--- config.mk ---
export PLATFORM = sky130hd
export DESIGN_NAME = can_multiframe_reassembler_unit
export DESIGN_NICKNAME = d
export VERILOG_FILES = /design/src/rtl/cmr_pkg.sv /design/src/rtl/cmr_ram.sv /design/src/rtl/cmr_datapath.sv /design/src/rtl/cmr_ctrl.sv /design/src/rtl/can_multiframe_reassembler_unit.sv
export VERILOG_INCLUDE_DIRS = /design/src /design/src/rtl
export SDC_FILE = /design/constraint.sdc
export NUM_CORES = 1
export LEC_CHECK = 0
export BUFFER_PORTS_ARGS = -buffer_cell sky130_fd_sc_hd__buf_2
export CORE_ASPECT_RATIO = 1.5
export CORE_MARGIN = 2
export CORE_UTILIZATION = 59
export DETAILED_ROUTE_END_ITERATION = 8
export PLACE_DENSITY = 0.87
export SYNTH_ARGS = -nofsm -noshare
export SYNTH_HDL_FRONTEND = slang
export SYNTH_SLANG_ARGS = --single-unit
--- constraint.sdc ---
create_clock -name clk -period 15.1 [get_ports clk]
set_clock_uncertainty 0.1 [all_clocks]
set_input_delay 1.51 -clock clk [delete_from_list [all_inputs] [get_ports clk]]
set_output_delay 1.51 -clock clk [all_outputs]
set_load 0.02 [all_outputs]
--- src/rtl/can_multiframe_reassembler_unit_defines.svh ---
// Assertion macros shared by the reassembler modules.
// Each macro expects a clock named clk and an active-low reset named arst_n in scope.
`ifndef CAN_MULTIFRAME_REASSEMBLER_UNIT_DEFINES_SVH
`define CAN_MULTIFRAME_REASSEMBLER_UNIT_DEFINES_SVH

// Consequent must hold in the same cycle as the antecedent.
`define CMR_ASSERT_NOW(label, ante, cons, msg) \
	label: assert property (@(posedge clk) disable iff (!arst_n) (ante) |-> (cons)) \
		else $error(msg);

// Consequent must hold in the cycle after the antecedent.
`define CMR_ASSERT_NEXT(label, ante, cons, msg) \
	label: assert property (@(posedge clk) disable iff (!arst_n) (ante) |=> (cons)) \
		else $error(msg);

`endif

--- src/rtl/cmr_pkg.sv ---
package cmr_pkg;

	// Field widths of the stream words.
	localparam int ID_W      = 29;
	localparam int FNUM_W    = 5;
	localparam int PAYLOAD_W = 64;
	localparam int TIME_W    = 32;
	localparam int TIMEOUT_W = 16;
	localparam int COUNT_W   = 8;
	localparam int INDEX_W   = 4;
	localparam int WORD_W    = 32;

	// Packed stream widths, rounded up to whole bytes.
	localparam int S_TDATA_W = 128;
	localparam int M_TDATA_W = 40;

	// Configuration registers.
	localparam int CFG_IDX_W = 1;
	localparam int CFG_DATA_W = ID_W;
	localparam logic [CFG_IDX_W-1:0] REG_BASE_ID    = 1'b0;
	localparam logic [CFG_IDX_W-1:0] REG_TIMEOUT_MS = 1'b1;
	localparam logic [TIMEOUT_W-1:0] TIMEOUT_RESET  = 16'd1000;

	// Controller states.
	typedef enum logic [1:0] {
		ST_IDLE,
		ST_FETCH,
		ST_SHOW
	} cmr_state_t;

	// Commands from the controller to the datapath.
	typedef struct packed {
		logic take;     // an input word is accepted this cycle
		logic fetch;    // read the frame store at the current word
		logic advance;  // current output word is taken, move to the next
	} cmr_cmd_t;

	// Status from the datapath to the controller.
	typedef struct packed {
		logic complete;   // the offered frame completes a message
		logic last_word;  // the current output word is the final one
		logic upper;      // the current output word is the upper half of a frame
	} cmr_status_t;

endpackage

--- src/rtl/cmr_ram.sv ---
module cmr_ram #(
	parameter int WIDTH = 64,
	parameter int DEPTH = 8,
	localparam int AW = (DEPTH > 1) ? $clog2(DEPTH) : 1
) (
	input  logic             clk,
	input  logic             we,
	input  logic [AW-1:0]    waddr,
	input  logic [WIDTH-1:0] wdata,
	input  logic             re,
	input  logic [AW-1:0]    raddr,
	output logic [WIDTH-1:0] rdata
);

	logic [WIDTH-1:0] mem_q [DEPTH];

	// One write port; registered read that holds when not enabled.
	always_ff @(posedge clk) begin
		if (we) begin
			mem_q[waddr] <= wdata;
		end
		if (re) begin
			rdata <= mem_q[raddr];
		end
	end

endmodule

--- src/rtl/cmr_datapath.sv ---
`include "can_multiframe_reassembler_unit_defines.svh"

module cmr_datapath
	import cmr_pkg::*;
#(
	parameter int MAX_FRAMES = 8,
	localparam int AW = (MAX_FRAMES > 1) ? $clog2(MAX_FRAMES) : 1,
	localparam int CW = AW + 1
) (
	input  logic                  clk,
	input  logic                  arst_n,
	input  logic                  cfg_we,
	input  logic [CFG_IDX_W-1:0]  cfg_index,
	input  logic [CFG_DATA_W-1:0] cfg_data,
	input  logic [ID_W-1:0]       identifier,
	input  logic [PAYLOAD_W-1:0]  payload,
	input  logic [TIME_W-1:0]     now_ms,
	input  cmr_cmd_t              cmd,
	output cmr_status_t           st,
	output logic [INDEX_W-1:0]    word_index,
	output logic [WORD_W-1:0]     word_value
);

	logic [ID_W-1:0]       base_id_q;
	logic [TIMEOUT_W-1:0]  timeout_q;
	logic [COUNT_W-1:0]    count_q;
	logic [MAX_FRAMES-1:0] seen_q;
	logic [TIME_W-1:0]     last_time_q;
	logic                  open_q;
	logic [CW-1:0]         cnt_q;

	logic [FNUM_W-1:0]     fnum;
	logic [COUNT_W-1:0]    new_count;
	logic                  id_match;
	logic                  timed_out;
	logic                  open_eff;
	logic [MAX_FRAMES-1:0] seen_eff;
	logic [MAX_FRAMES-1:0] frame_bit;
	logic [MAX_FRAMES-1:0] full_mask;
	logic [MAX_FRAMES-1:0] seen_new;
	logic [TIME_W-1:0]     elapsed;
	logic                  bad_count;
	logic                  data_ok;
	logic                  complete;
	logic [FNUM_W-1:0]     fnum_m1;
	logic [PAYLOAD_W-1:0]  frame_rd;

	assign fnum      = identifier[FNUM_W-1:0];
	assign new_count = payload[COUNT_W-1:0];
	assign id_match  = ({identifier[ID_W-1:FNUM_W], {FNUM_W{1'b0}}} == base_id_q);
	assign elapsed   = now_ms - last_time_q;
	assign timed_out = open_q && (elapsed > TIME_W'(timeout_q));
	assign open_eff  = open_q && !timed_out;
	assign seen_eff  = timed_out ? '0 : seen_q;
	assign fnum_m1   = fnum - FNUM_W'(1);

	// Frame-number decode and the mask of frames the message needs.
	always_comb begin
		for (int j = 0; j < MAX_FRAMES; j++) begin
			frame_bit[j] = (fnum == FNUM_W'(j + 1));
			full_mask[j] = (COUNT_W'(j) < count_q);
		end
	end

	assign bad_count = (new_count == '0) || (new_count > COUNT_W'(MAX_FRAMES));
	assign data_ok   = id_match && (fnum != '0) && open_eff
		&& (COUNT_W'(fnum) <= count_q) && ((seen_eff & frame_bit) == '0);
	assign seen_new  = seen_eff | frame_bit;
	assign complete  = data_ok && ((seen_new & full_mask) == full_mask);

	// Configuration writes.
	always_ff @(posedge clk or negedge arst_n) begin
		if (!arst_n) begin
			base_id_q <= '0;
			timeout_q <= TIMEOUT_RESET;
		end else if (cfg_we) begin
			unique case (cfg_index)
				REG_BASE_ID:    base_id_q <= cfg_data[ID_W-1:0];
				REG_TIMEOUT_MS: timeout_q <= cfg_data[TIMEOUT_W-1:0];
			endcase
		end
	end

	// Session state, updated on each accepted word whose identifier matches the base.
	always_ff @(posedge clk or negedge arst_n) begin
		if (!arst_n) begin
			count_q     <= '0;
			seen_q      <= '0;
			last_time_q <= '0;
			open_q      <= 1'b0;
		end else if (cmd.take && id_match) begin
			if (fnum == '0) begin
				count_q <= new_count;
				if (bad_count) begin
					open_q <= 1'b0;
					seen_q <= seen_eff;
				end else begin
					open_q      <= 1'b1;
					seen_q      <= '0;
					last_time_q <= now_ms;
				end
			end else if (data_ok) begin
				last_time_q <= now_ms;
				if (complete) begin
					open_q <= 1'b0;
					seen_q <= '0;
				end else begin
					open_q <= 1'b1;
					seen_q <= seen_new;
				end
			end else begin
				open_q <= open_eff;
				seen_q <= seen_eff;
			end
		end
	end

	// Output word counter.
	always_ff @(posedge clk or negedge arst_n) begin
		if (!arst_n) begin
			cnt_q <= '0;
		end else if (cmd.take) begin
			cnt_q <= '0;
		end else if (cmd.advance) begin
			cnt_q <= cnt_q + CW'(1);
		end
	end

	// Frame store: written by data frames, read one frame per word pair.
	cmr_ram #(
		.WIDTH (PAYLOAD_W),
		.DEPTH (MAX_FRAMES)
	) u_store (
		.clk   (clk),
		.we    (cmd.take && data_ok),
		.waddr (fnum_m1[AW-1:0]),
		.wdata (payload),
		.re    (cmd.fetch),
		.raddr (cnt_q[AW:1]),
		.rdata (frame_rd)
	);

	assign st.complete  = complete;
	assign st.last_word = ((COUNT_W + 1)'(cnt_q) + (COUNT_W + 1)'(1)) == {count_q, 1'b0};
	assign st.upper     = cnt_q[0];

	assign word_index = INDEX_W'(cnt_q);
	assign word_value = cnt_q[0] ? frame_rd[PAYLOAD_W-1:WORD_W] : frame_rd[WORD_W-1:0];

	// An open session always holds a count in range.
	`CMR_ASSERT_NOW(a_open_count, open_q,
		(count_q != '0) && (count_q <= COUNT_W'(MAX_FRAMES)), "open session with bad count")
	// An open session never marks a frame beyond its count.
	`CMR_ASSERT_NOW(a_seen_range, open_q, (seen_q & ~full_mask) == '0,
		"seen frame beyond count")
	// A completing frame closes the session and restarts the word counter.
	`CMR_ASSERT_NEXT(a_complete_close, cmd.take && complete,
		!open_q && (seen_q == '0) && (cnt_q == '0), "session not closed on completion")

endmodule

--- src/rtl/cmr_ctrl.sv ---
`include "can_multiframe_reassembler_unit_defines.svh"

module cmr_ctrl
	import cmr_pkg::*;
(
	input  logic        clk,
	input  logic        arst_n,
	input  logic        s_tvalid,
	output logic        s_tready,
	output logic        m_tvalid,
	input  logic        m_tready,
	input  cmr_status_t st,
	output cmr_cmd_t    cmd
);

	cmr_state_t state_q;
	cmr_state_t state_d;

	// State register.
	always_ff @(posedge clk or negedge arst_n) begin
		if (!arst_n) begin
			state_q <= ST_IDLE;
		end else begin
			state_q <= state_d;
		end
	end

	// Next state.
	always_comb begin
		state_d = state_q;
		unique case (state_q)
			ST_IDLE: begin
				if (s_tvalid && st.complete) begin
					state_d = ST_FETCH;
				end
			end
			ST_FETCH: begin
				state_d = ST_SHOW;
			end
			ST_SHOW: begin
				if (m_tready) begin
					if (st.last_word) begin
						state_d = ST_IDLE;
					end else if (st.upper) begin
						state_d = ST_FETCH;
					end
				end
			end
			default: begin
				state_d = ST_IDLE;
			end
		endcase
	end

	// Outputs and datapath commands.
	always_comb begin
		s_tready    = 1'b0;
		m_tvalid    = 1'b0;
		cmd.take    = 1'b0;
		cmd.fetch   = 1'b0;
		cmd.advance = 1'b0;
		unique case (state_q)
			ST_IDLE: begin
				s_tready = 1'b1;
				cmd.take = s_tvalid;
			end
			ST_FETCH: begin
				cmd.fetch = 1'b1;
			end
			ST_SHOW: begin
				m_tvalid    = 1'b1;
				cmd.advance = m_tready && !st.last_word;
			end
			default: begin
			end
		endcase
	end

	// No frame is taken while a word is on offer.
	`CMR_ASSERT_NOW(a_no_overlap, m_tvalid, !s_tready, "input taken during output")
	// A store read is always followed by showing its word.
	`CMR_ASSERT_NEXT(a_fetch_show, state_q == ST_FETCH, state_q == ST_SHOW,
		"fetch not followed by show")
	// Taking the final word returns to idle.
	`CMR_ASSERT_NEXT(a_last_idle, m_tvalid && m_tready && st.last_word,
		state_q == ST_IDLE, "no return to idle after last word")

endmodule

--- src/rtl/can_multiframe_reassembler_unit.sv ---
// Reassembles a multi-frame message from extended CAN frames. Frames whose identifier, with
// its low five bits cleared, differs from base_id are dropped; frame 0 opens a session and
// gives the frame count in payload byte 0, data frames 1..count are stored once each, and an
// open session is dropped after more than timeout_ms of silence. On the frame that completes
// a message the block stops taking input and sends 2*count little-endian 32-bit words, tlast
// on the final one. For each stored frame of a completed message it does one store read and
// then sends two words, as the frame store has a single read port; it takes no new frame
// until the final word is taken.
module can_multiframe_reassembler_unit
	import cmr_pkg::*;
#(
	parameter int MAX_FRAMES = 8
) (
	input  logic                  clk,
	input  logic                  arst_n,
	input  logic                  cfg_we,
	input  logic [CFG_IDX_W-1:0]  cfg_index,
	input  logic [CFG_DATA_W-1:0] cfg_data,
	input  logic                  s_tvalid,
	output logic                  s_tready,
	// identifier [28:0], payload [92:29], now_ms [124:93], zero fill [127:125]
	input  logic [S_TDATA_W-1:0]  s_tdata,
	output logic                  m_tvalid,
	input  logic                  m_tready,
	// word_index [3:0], word_value [35:4], zero fill [39:36]
	output logic [M_TDATA_W-1:0]  m_tdata,
	output logic                  m_tlast
);

	cmr_cmd_t           cmd;
	cmr_status_t        st;
	logic [INDEX_W-1:0] word_index;
	logic [WORD_W-1:0]  word_value;

	// Session state, frame store and word selection.
	cmr_datapath #(
		.MAX_FRAMES (MAX_FRAMES)
	) u_datapath (
		.clk        (clk),
		.arst_n     (arst_n),
		.cfg_we     (cfg_we),
		.cfg_index  (cfg_index),
		.cfg_data   (cfg_data),
		.identifier (s_tdata[ID_W-1:0]),
		.payload    (s_tdata[ID_W+PAYLOAD_W-1:ID_W]),
		.now_ms     (s_tdata[ID_W+PAYLOAD_W+TIME_W-1:ID_W+PAYLOAD_W]),
		.cmd        (cmd),
		.st         (st),
		.word_index (word_index),
		.word_value (word_value)
	);

	// Handshake and output sequencing.
	cmr_ctrl u_ctrl (
		.clk      (clk),
		.arst_n   (arst_n),
		.s_tvalid (s_tvalid),
		.s_tready (s_tready),
		.m_tvalid (m_tvalid),
		.m_tready (m_tready),
		.st       (st),
		.cmd      (cmd)
	);

	// Pack the output word.
	assign m_tdata = {{(M_TDATA_W - WORD_W - INDEX_W){1'b0}}, word_value, word_index};
	assign m_tlast = st.last_word;

endmodule
Word level (Yosys, flattened, before mapping)
Memory sizes are Yosys's and may differ from the RTL's. A register that Yosys moved wholly into a read port is not among the register bits.
Cells that the tools add are included.
{"block": "totals", "ff_bits": 100, "mem_bits_rw": 512, "memories": 1}
{"block": "classes", "add_sub_neg": 4, "order_cmp": 11, "n_eq_ne": 17, "mux": 27, "n_bitwise": 4, "reduce_logical": 26}
{"name": "u_datapath.u_store.mem_q", "words": 8, "word_bits": 64, "read_ports": 1, "rd_clocked_by_memory_dff": 1, "wr": 1, "line": "cmr_ram.sv:15", "rtl": "logic [WIDTH-1:0] mem_q [DEPTH];"}
{"cell": "$mux W32", "n": 4}
{"cell": "$mux W8", "n": 5}
{"cell": "$gt A32 B16 Y1", "n": 1}
{"cell": "$lt A3 B8 Y1 const A", "n": 4}
{"cell": "$sub A32 B32 Y32", "n": 1}
{"cell": "$eq A29 B29 Y1", "n": 1}
{"cell": "$eq A5 B3 Y1 const B", "n": 4}
{"cell": "$and A8 B8 Y8", "n": 2}
{"cell": "$logic_not A8 Y1", "n": 2}
{"cell": "$lt A1 B8 Y1 const A", "n": 2}
{"cell": "$lt A2 B8 Y1 const A", "n": 2}
{"cell": "$logic_and A1 B1 Y1", "n": 11}
{"cell": "$mux W1", "n": 11}
{"cell": "$eq A5 B2 Y1 const B", "n": 2}
{"cell": "$eq A9 B9 Y1", "n": 1}
{"cell": "$eq A8 B8 Y1", "n": 1}
{"cell": "$gt A8 B4 Y1 const B", "n": 1}
{"cell": "$le A5 B8 Y1", "n": 1}
{"cell": "$mux W2", "n": 4}
{"cell": "$mux W4", "n": 2}
{"cell": "$or A8 B8 Y8", "n": 1}
{"cell": "$pmux W2 S3", "n": 1}
{"cell": "$reduce_and A2 Y1", "n": 3}
{"cell": "$reduce_and A3 Y1", "n": 2}
{"cell": "17 further kinds", "n": 20}

Logic depth before layout (Yosys ltp)
{"block": "logic_depth", "ltp_word": 12, "ltp_mapped": 19, "ltp_nobuf": 19}

Cells and area by module
Synthesis repeated with hierarchy kept, for this count alone.
{"block": "unflattened", "hier_cells": 1854, "area_unflattened_um2": 30026.3}
{"mod": "cmr_ram", "instances": 1, "cells_per_inst": 816, "area_each_um2": 21187.8}
{"mod": "cmr_datapath", "instances": 1, "cells_per_inst": 1020, "area_each_um2": 8679.6}
{"mod": "cmr_ctrl", "instances": 1, "cells_per_inst": 13, "area_each_um2": 125.1}
{"mod": "can_multiframe_reassembler_unit", "instances": 1, "cells_per_inst": 5, "area_each_um2": 33.8}

Least setup slack after synthesis
OpenSTA, ideal clock, no wires.
{"block": "synth_timing", "path_type": "input port to flip-flop", "start": "in s_tdata[94]", "end": "mem u_datapath.u_store.mem_q[3][0] (enable)", "setup_ns": 0.645, "arrival_time_ns": 11.017, "required_ns": 14.355, "setup_slack_ns": 3.339, "cell_stages": 17, "n_path_buf": 0, "path_cell_list": "ha_1 > nor2b_1 > o2111a_1 > or2_2 > a221oi_1 > o21ai_0 > xor2_1 > ha_1 > nand4_1 > nor2_1 > a221oi_1 > a22oi_1 > nor4_1 > and4b_1 > and4_1 > nand3_1 > nor4_1"}
{"block": "synth_between", "elab_chain_cells": 11}
{"element": "from (decl)", "line": "can_multiframe_reassembler_unit.sv:22", "rtl": "input logic [S_TDATA_W-1:0] s_tdata,"}
{"element": "$sub A32 B32 Y32 (*)", "line": "cmr_datapath.sv:51", "rtl": "assign elapsed = now_ms - last_time_q;"}
{"element": "$gt A32 B16 Y1 (*)", "line": "cmr_datapath.sv:52", "rtl": "assign timed_out = open_q && (elapsed > TIME_W'(timeout_q));"}
{"element": "$logic_and A1 B1 Y1 (*)", "line": "cmr_datapath.sv:52"}
{"element": "parallel branches: the longest is 4 deep, another holds $mux W8"}
{"element": "$logic_and A1 B1 Y1 (*)", "line": "cmr_datapath.sv:67", "rtl": "&& (COUNT_W'(fnum) <= count_q) && ((seen_eff & frame_bit) == '0);"}
{"element": "$logic_and A1 B1 Y1 (*)", "line": "cmr_datapath.sv:135", "rtl": ".we (cmd.take && data_ok),"}
{"element": "$mux W1 (*)", "line": "cmr_ram.sv:19", "rtl": "if (we) begin"}
{"element": "$mux W1 (not written as such) (*)", "line": "cmr_ram.sv:20", "rtl": "mem_q[waddr] <= wdata;"}
{"element": "to (decl)", "line": "cmr_ram.sv:15"}
Mark *: on every way between the ends.

Worst setup path in the final report
{"block": "layout_timing", "start": "in s_tdata[93]", "end": "mem u_datapath.u_store.mem_q[3][61] (enable)"}
Same word-level chain as after synthesis.

==> results.cfg <==
[outcome]
status = finished clean

[power_and_ir_drop]
power_mw = 3.724
clkPwrFrac_pct = 40.1
leakage_nw = 11.16
power_frac_comb_pct = 4.8
p_per_area_nw_per_um2 = 114.5
internal_power_mw = 2.927
vdd_ir_drop_max_uv = 153.8
seqPwrFrac_pct = 55.1
p_sw_share_pct = 21.42
power.switching_uw = 797.9

[sta]
slew_headroom_pct = 23.34
rsz0062_at_grt = no
period_share_pct = 47.90
tns_ns = 0
hold_viol = 0
tightestPinTransition_ns = 1.150
finalMaxSlewViolations = 0
finalWorstSetupSlack_ns = 7.867
setup_violations = 0
fin_crit_ns = 7.233
max_freq_ghz = 0.1383

[cells_and_area]
final_util_pct = 67.17
synthToLayoutAreaGrowth_pct = 12.73
fin_cells = 2537
fin_nets = 2049
layout-drive-gt1-share_pct = 34.08
nFillCells = 3085

[synth]
ys_seq_elements = 676
synthCells = 1611
synth_area_per_cell_sq_um = 17.91
synth_edf_count = 576
async_flop_share_pct = 14.79
yosys_most_used_dff = edfxtp_1
yosys.area.top_type = edfxtp_1
synth.area.top_cells = edfxtp_1, mux4_2, dfrtp_1, mux2_2, ha_1
netlist_area_sq_um = 28860
synth_cell_types = 69
yosysMostFrequentCell = edfxtp_1
synth_common_cells = edfxtp_1, mux2_2, mux4_2
synth_top_area_share_pct = 59.93
yosysWarnings = 0
ys_seq_area_share_pct = 68.63

[detailed_routing]
vias_per_cell = 6.245
wl_met1_microns = 23300
met3WireLength_microns = 5185
totalWireLength_microns = 68920
wl_met2_microns = 37790
drtIter0Drc = 1174
routedWlPerCell_microns = 27.17
drc = 0
route.top_layer_used = met5
via_count = 15840
postRouteAntennaNets = 0
firstDrtPassIters = 6

[cts]
cts_setup_buffers = 0
ctsLongestPathBuffers = 3
cts_tree = built
h-tree-depth = 2
cts_buffers = 58
cts-root-buf = clkbuf_16
clock_latency_ns = 0.64
cts_num_sinks = 676
post_cts.resized_instances = 0
clkTransAtPathRegs_ns = 0.06
holdBufCountCts = 0

[placement]
port_buffers = 198
dp_slack_ns = 7.364
dp_hpwl_microns = 40680
dp.cells = 2423
place.gp.congestion = 0.8658

[setup_path]
worstPathArrival_ns = 7.38
worstSetupPathType = in2reg
crit_path_max_incr_delay_ns = 0.65
worst-path-max-fanout = 40
critPathTopFamily = simple AND/OR/NAND/NOR gates
crit_chain = buf_2 -> inv_1 -> ha_1 -> fa_1 -> nor2b_1 -> o2111ai_1 -> a31oi_1 -> o21bai_1 -> nand2_1 -> xor2_1 -> ha_1 -> nand4_1 -> nor2_1 -> a221oi_1 -> a22oi_1 -> nor4_1 -> and4b_1 -> and4_1 -> nand3_1 -> nor4_2 -> buf_4 -> buf_4
critical_path_buf_inv_count = 4
cpMaxStageDelayCell = buf_4
crit_required_ns = 15.25
crit_path_start_kind = input port
cp-end-kind = flop

[die]
ios = 206
core_sq_um = 48430
core.rowCount = 99
start_util_pct = 59.59
dieArea_sq_um = 50740
dieHeight_microns = 274.9
dieWidth_microns = 184.6

[global_routing]
overflow = 0
grt_max_degree = 132
track_usage_pct = 27.86
grt_pass1_wl_microns = 103000
antenna_found_initial = 10
grt_pass1_vias = 16820

[job]
max-cap-violations = 0

[hold_path]
min_path_type = reg2reg
==> sequential cells by signal, indices dropped and copies added, names as in the netlist <==
register,count
u_datapath.u_store.mem_q,512
u_datapath.base_id_q,29
u_datapath.u_store.rdata,64
u_ctrl.state_q,2
u_datapath.word_index,4
u_datapath.last_time_q,32
u_datapath.timeout_q,16
u_datapath.seen_q,8
u_datapath.count_q,8
u_datapath.open_q,1
==> power by group through the flow <==
stage	logic (mW)	clock network (mW)	registers [mW]
final	0.177	1.50	2.05
after global routing	0.197	1.58	2.05
after CTS	0.177	1.51	2.05
after detailed placement	0.175	0	2.09
after global placement	0.168	0	2.09
after floorplan	0.101	0	2.09
==> metal layers <==
| layer | vias up | track usage [%] |
|---|---|---|
| li1 | 6816 | - |
| met1 | 8116 | 31.72 |
| met2 | 745 | 51.09 |
| met3 | 155 | 5.851 |
| met4 | 12 | 11.01 |
| met5 | - | 0 |
==> worst register-to-register path, stage by stage (launching register included) <==
cell and delay [ns]:
dfrtp_1 0.39, ha_1 0.21, fa_1 0.42, nor2b_1 0.19
o2111ai_1 0.23, a31oi_1 0.38, o21bai_1 0.22, nand2_1 0.13
xor2_1 0.16, ha_1 0.25, nand4_1 0.16, nor2_1 0.07
a221oi_1 0.28, a22oi_1 0.24, nor4_1 0.30, and4b_1 0.25
and4_1 0.31, nand3_1 0.40, nor4_2 0.34, buf_4 0.46
buf_4 0.65
==> per-stage QoR <==
stage	hold WS (ns)	instance area (sq um)
2_1_floorplan	0.3716	28870
3_3_place_gp	0.3829	30620
3_5_place_dp	0.3892	30620
4_1_cts	0.4038	32520
5_1_grt	0.4282	32530
6_report	0.3991	32530
==> cell type report <==
type	instances	area, sq um	share of cell area, %
Timing Repair Buffer	219	1164	3.577
Clock inverter	34	364.1	1.119
Clock buffer	74	1533	4.711
Multi-Input combinational cell	801	8552	26.29
Tap cell	656	820.8	2.523
Sequential cell	676	19820	60.92
Inverter	71	266.5	0.8192
Antenna cell	6	15.01	0.04615
==> placed cells by master, fill, tap and decap left out, types with 5 or more instances in the layout <==
| cell type | count |
|---|---|
| xor2_1 | 20 |
| clkbuf_16 | 59 |
| a31oi_1 | 7 |
| inv_1 | 71 |
| clkinv_1 | 10 |
| bufinv_16 | 5 |
| a211oi_1 | 7 |
| dfstp_2 | 6 |
| and2_1 | 6 |
| nor2b_1 | 5 |
| mux2_4 | 29 |
| nor3_1 | 10 |
| clkbuf_1 | 15 |
| nand4_1 | 19 |
| buf_2 | 197 |
| ha_1 | 58 |
| xnor2_1 | 37 |
| nand2b_1 | 9 |
| mux4_2 | 128 |
| nor4_1 | 9 |
| dfrtp_1 | 90 |
| edfxtp_1 | 576 |
| o2bb2ai_1 | 8 |
| clkinv_2 | 8 |
| nand3_1 | 17 |
| o21ai_0 | 22 |
| mux2i_1 | 5 |
| nand2_1 | 54 |
| o211ai_1 | 7 |
| and4_1 | 5 |
| buf_4 | 21 |
| a21o_1 | 15 |
| and3_1 | 6 |
| nor2_1 | 37 |
| diode_2 | 6 |
| o21a_1 | 9 |
| nor3b_1 | 5 |
| clkinv_4 | 5 |
| mux2_2 | 147 |
| a21oi_1 | 44 |
==> logic make-up (layout without fill, tap and decap cells) <==
| kind of cell | after synthesis | in the layout | share of synthesized area (%) |
|---|---|---|---|
| compound gates | 165 | 165 | 3.954 |
| xor+xnor | 57 | 57 | 1.730 |
| fa+ha+maj | 61 | 61 | 2.653 |
| buf+inv | 137 | 398 | 1.968 |
| flops | 676 | 676 | 68.63 |
| mux | 309 | 309 | 17.41 |
| other cells | 1 | 10 | 0.01299 |
| simple gates | 205 | 205 | 3.646 |
==> worst paths after layout <==
path / from / end / slack, ns / depth (start not counted)
min in group asynchronous: arst_n / u_datapath.timeout_q[14] / 0.74 / 1
max in group asynchronous: arst_n / u_datapath.word_index[1] / 12.86 / 2
setup reg to reg: u_datapath.last_time_q[0] / u_datapath.u_store.mem_q[3][61] / 8.49 / 20
hold reg to reg: u_datapath.base_id_q[2] / u_datapath.base_id_q[2] / 0.40 / 1
setup / recovery: s_tdata[93] / u_datapath.u_store.mem_q[3][61] / 7.87 / 22
hold / removal: u_datapath.base_id_q[2] / u_datapath.base_id_q[2] / 0.40 / 1
No activity file was read; power rests on OpenSTA's default activity.
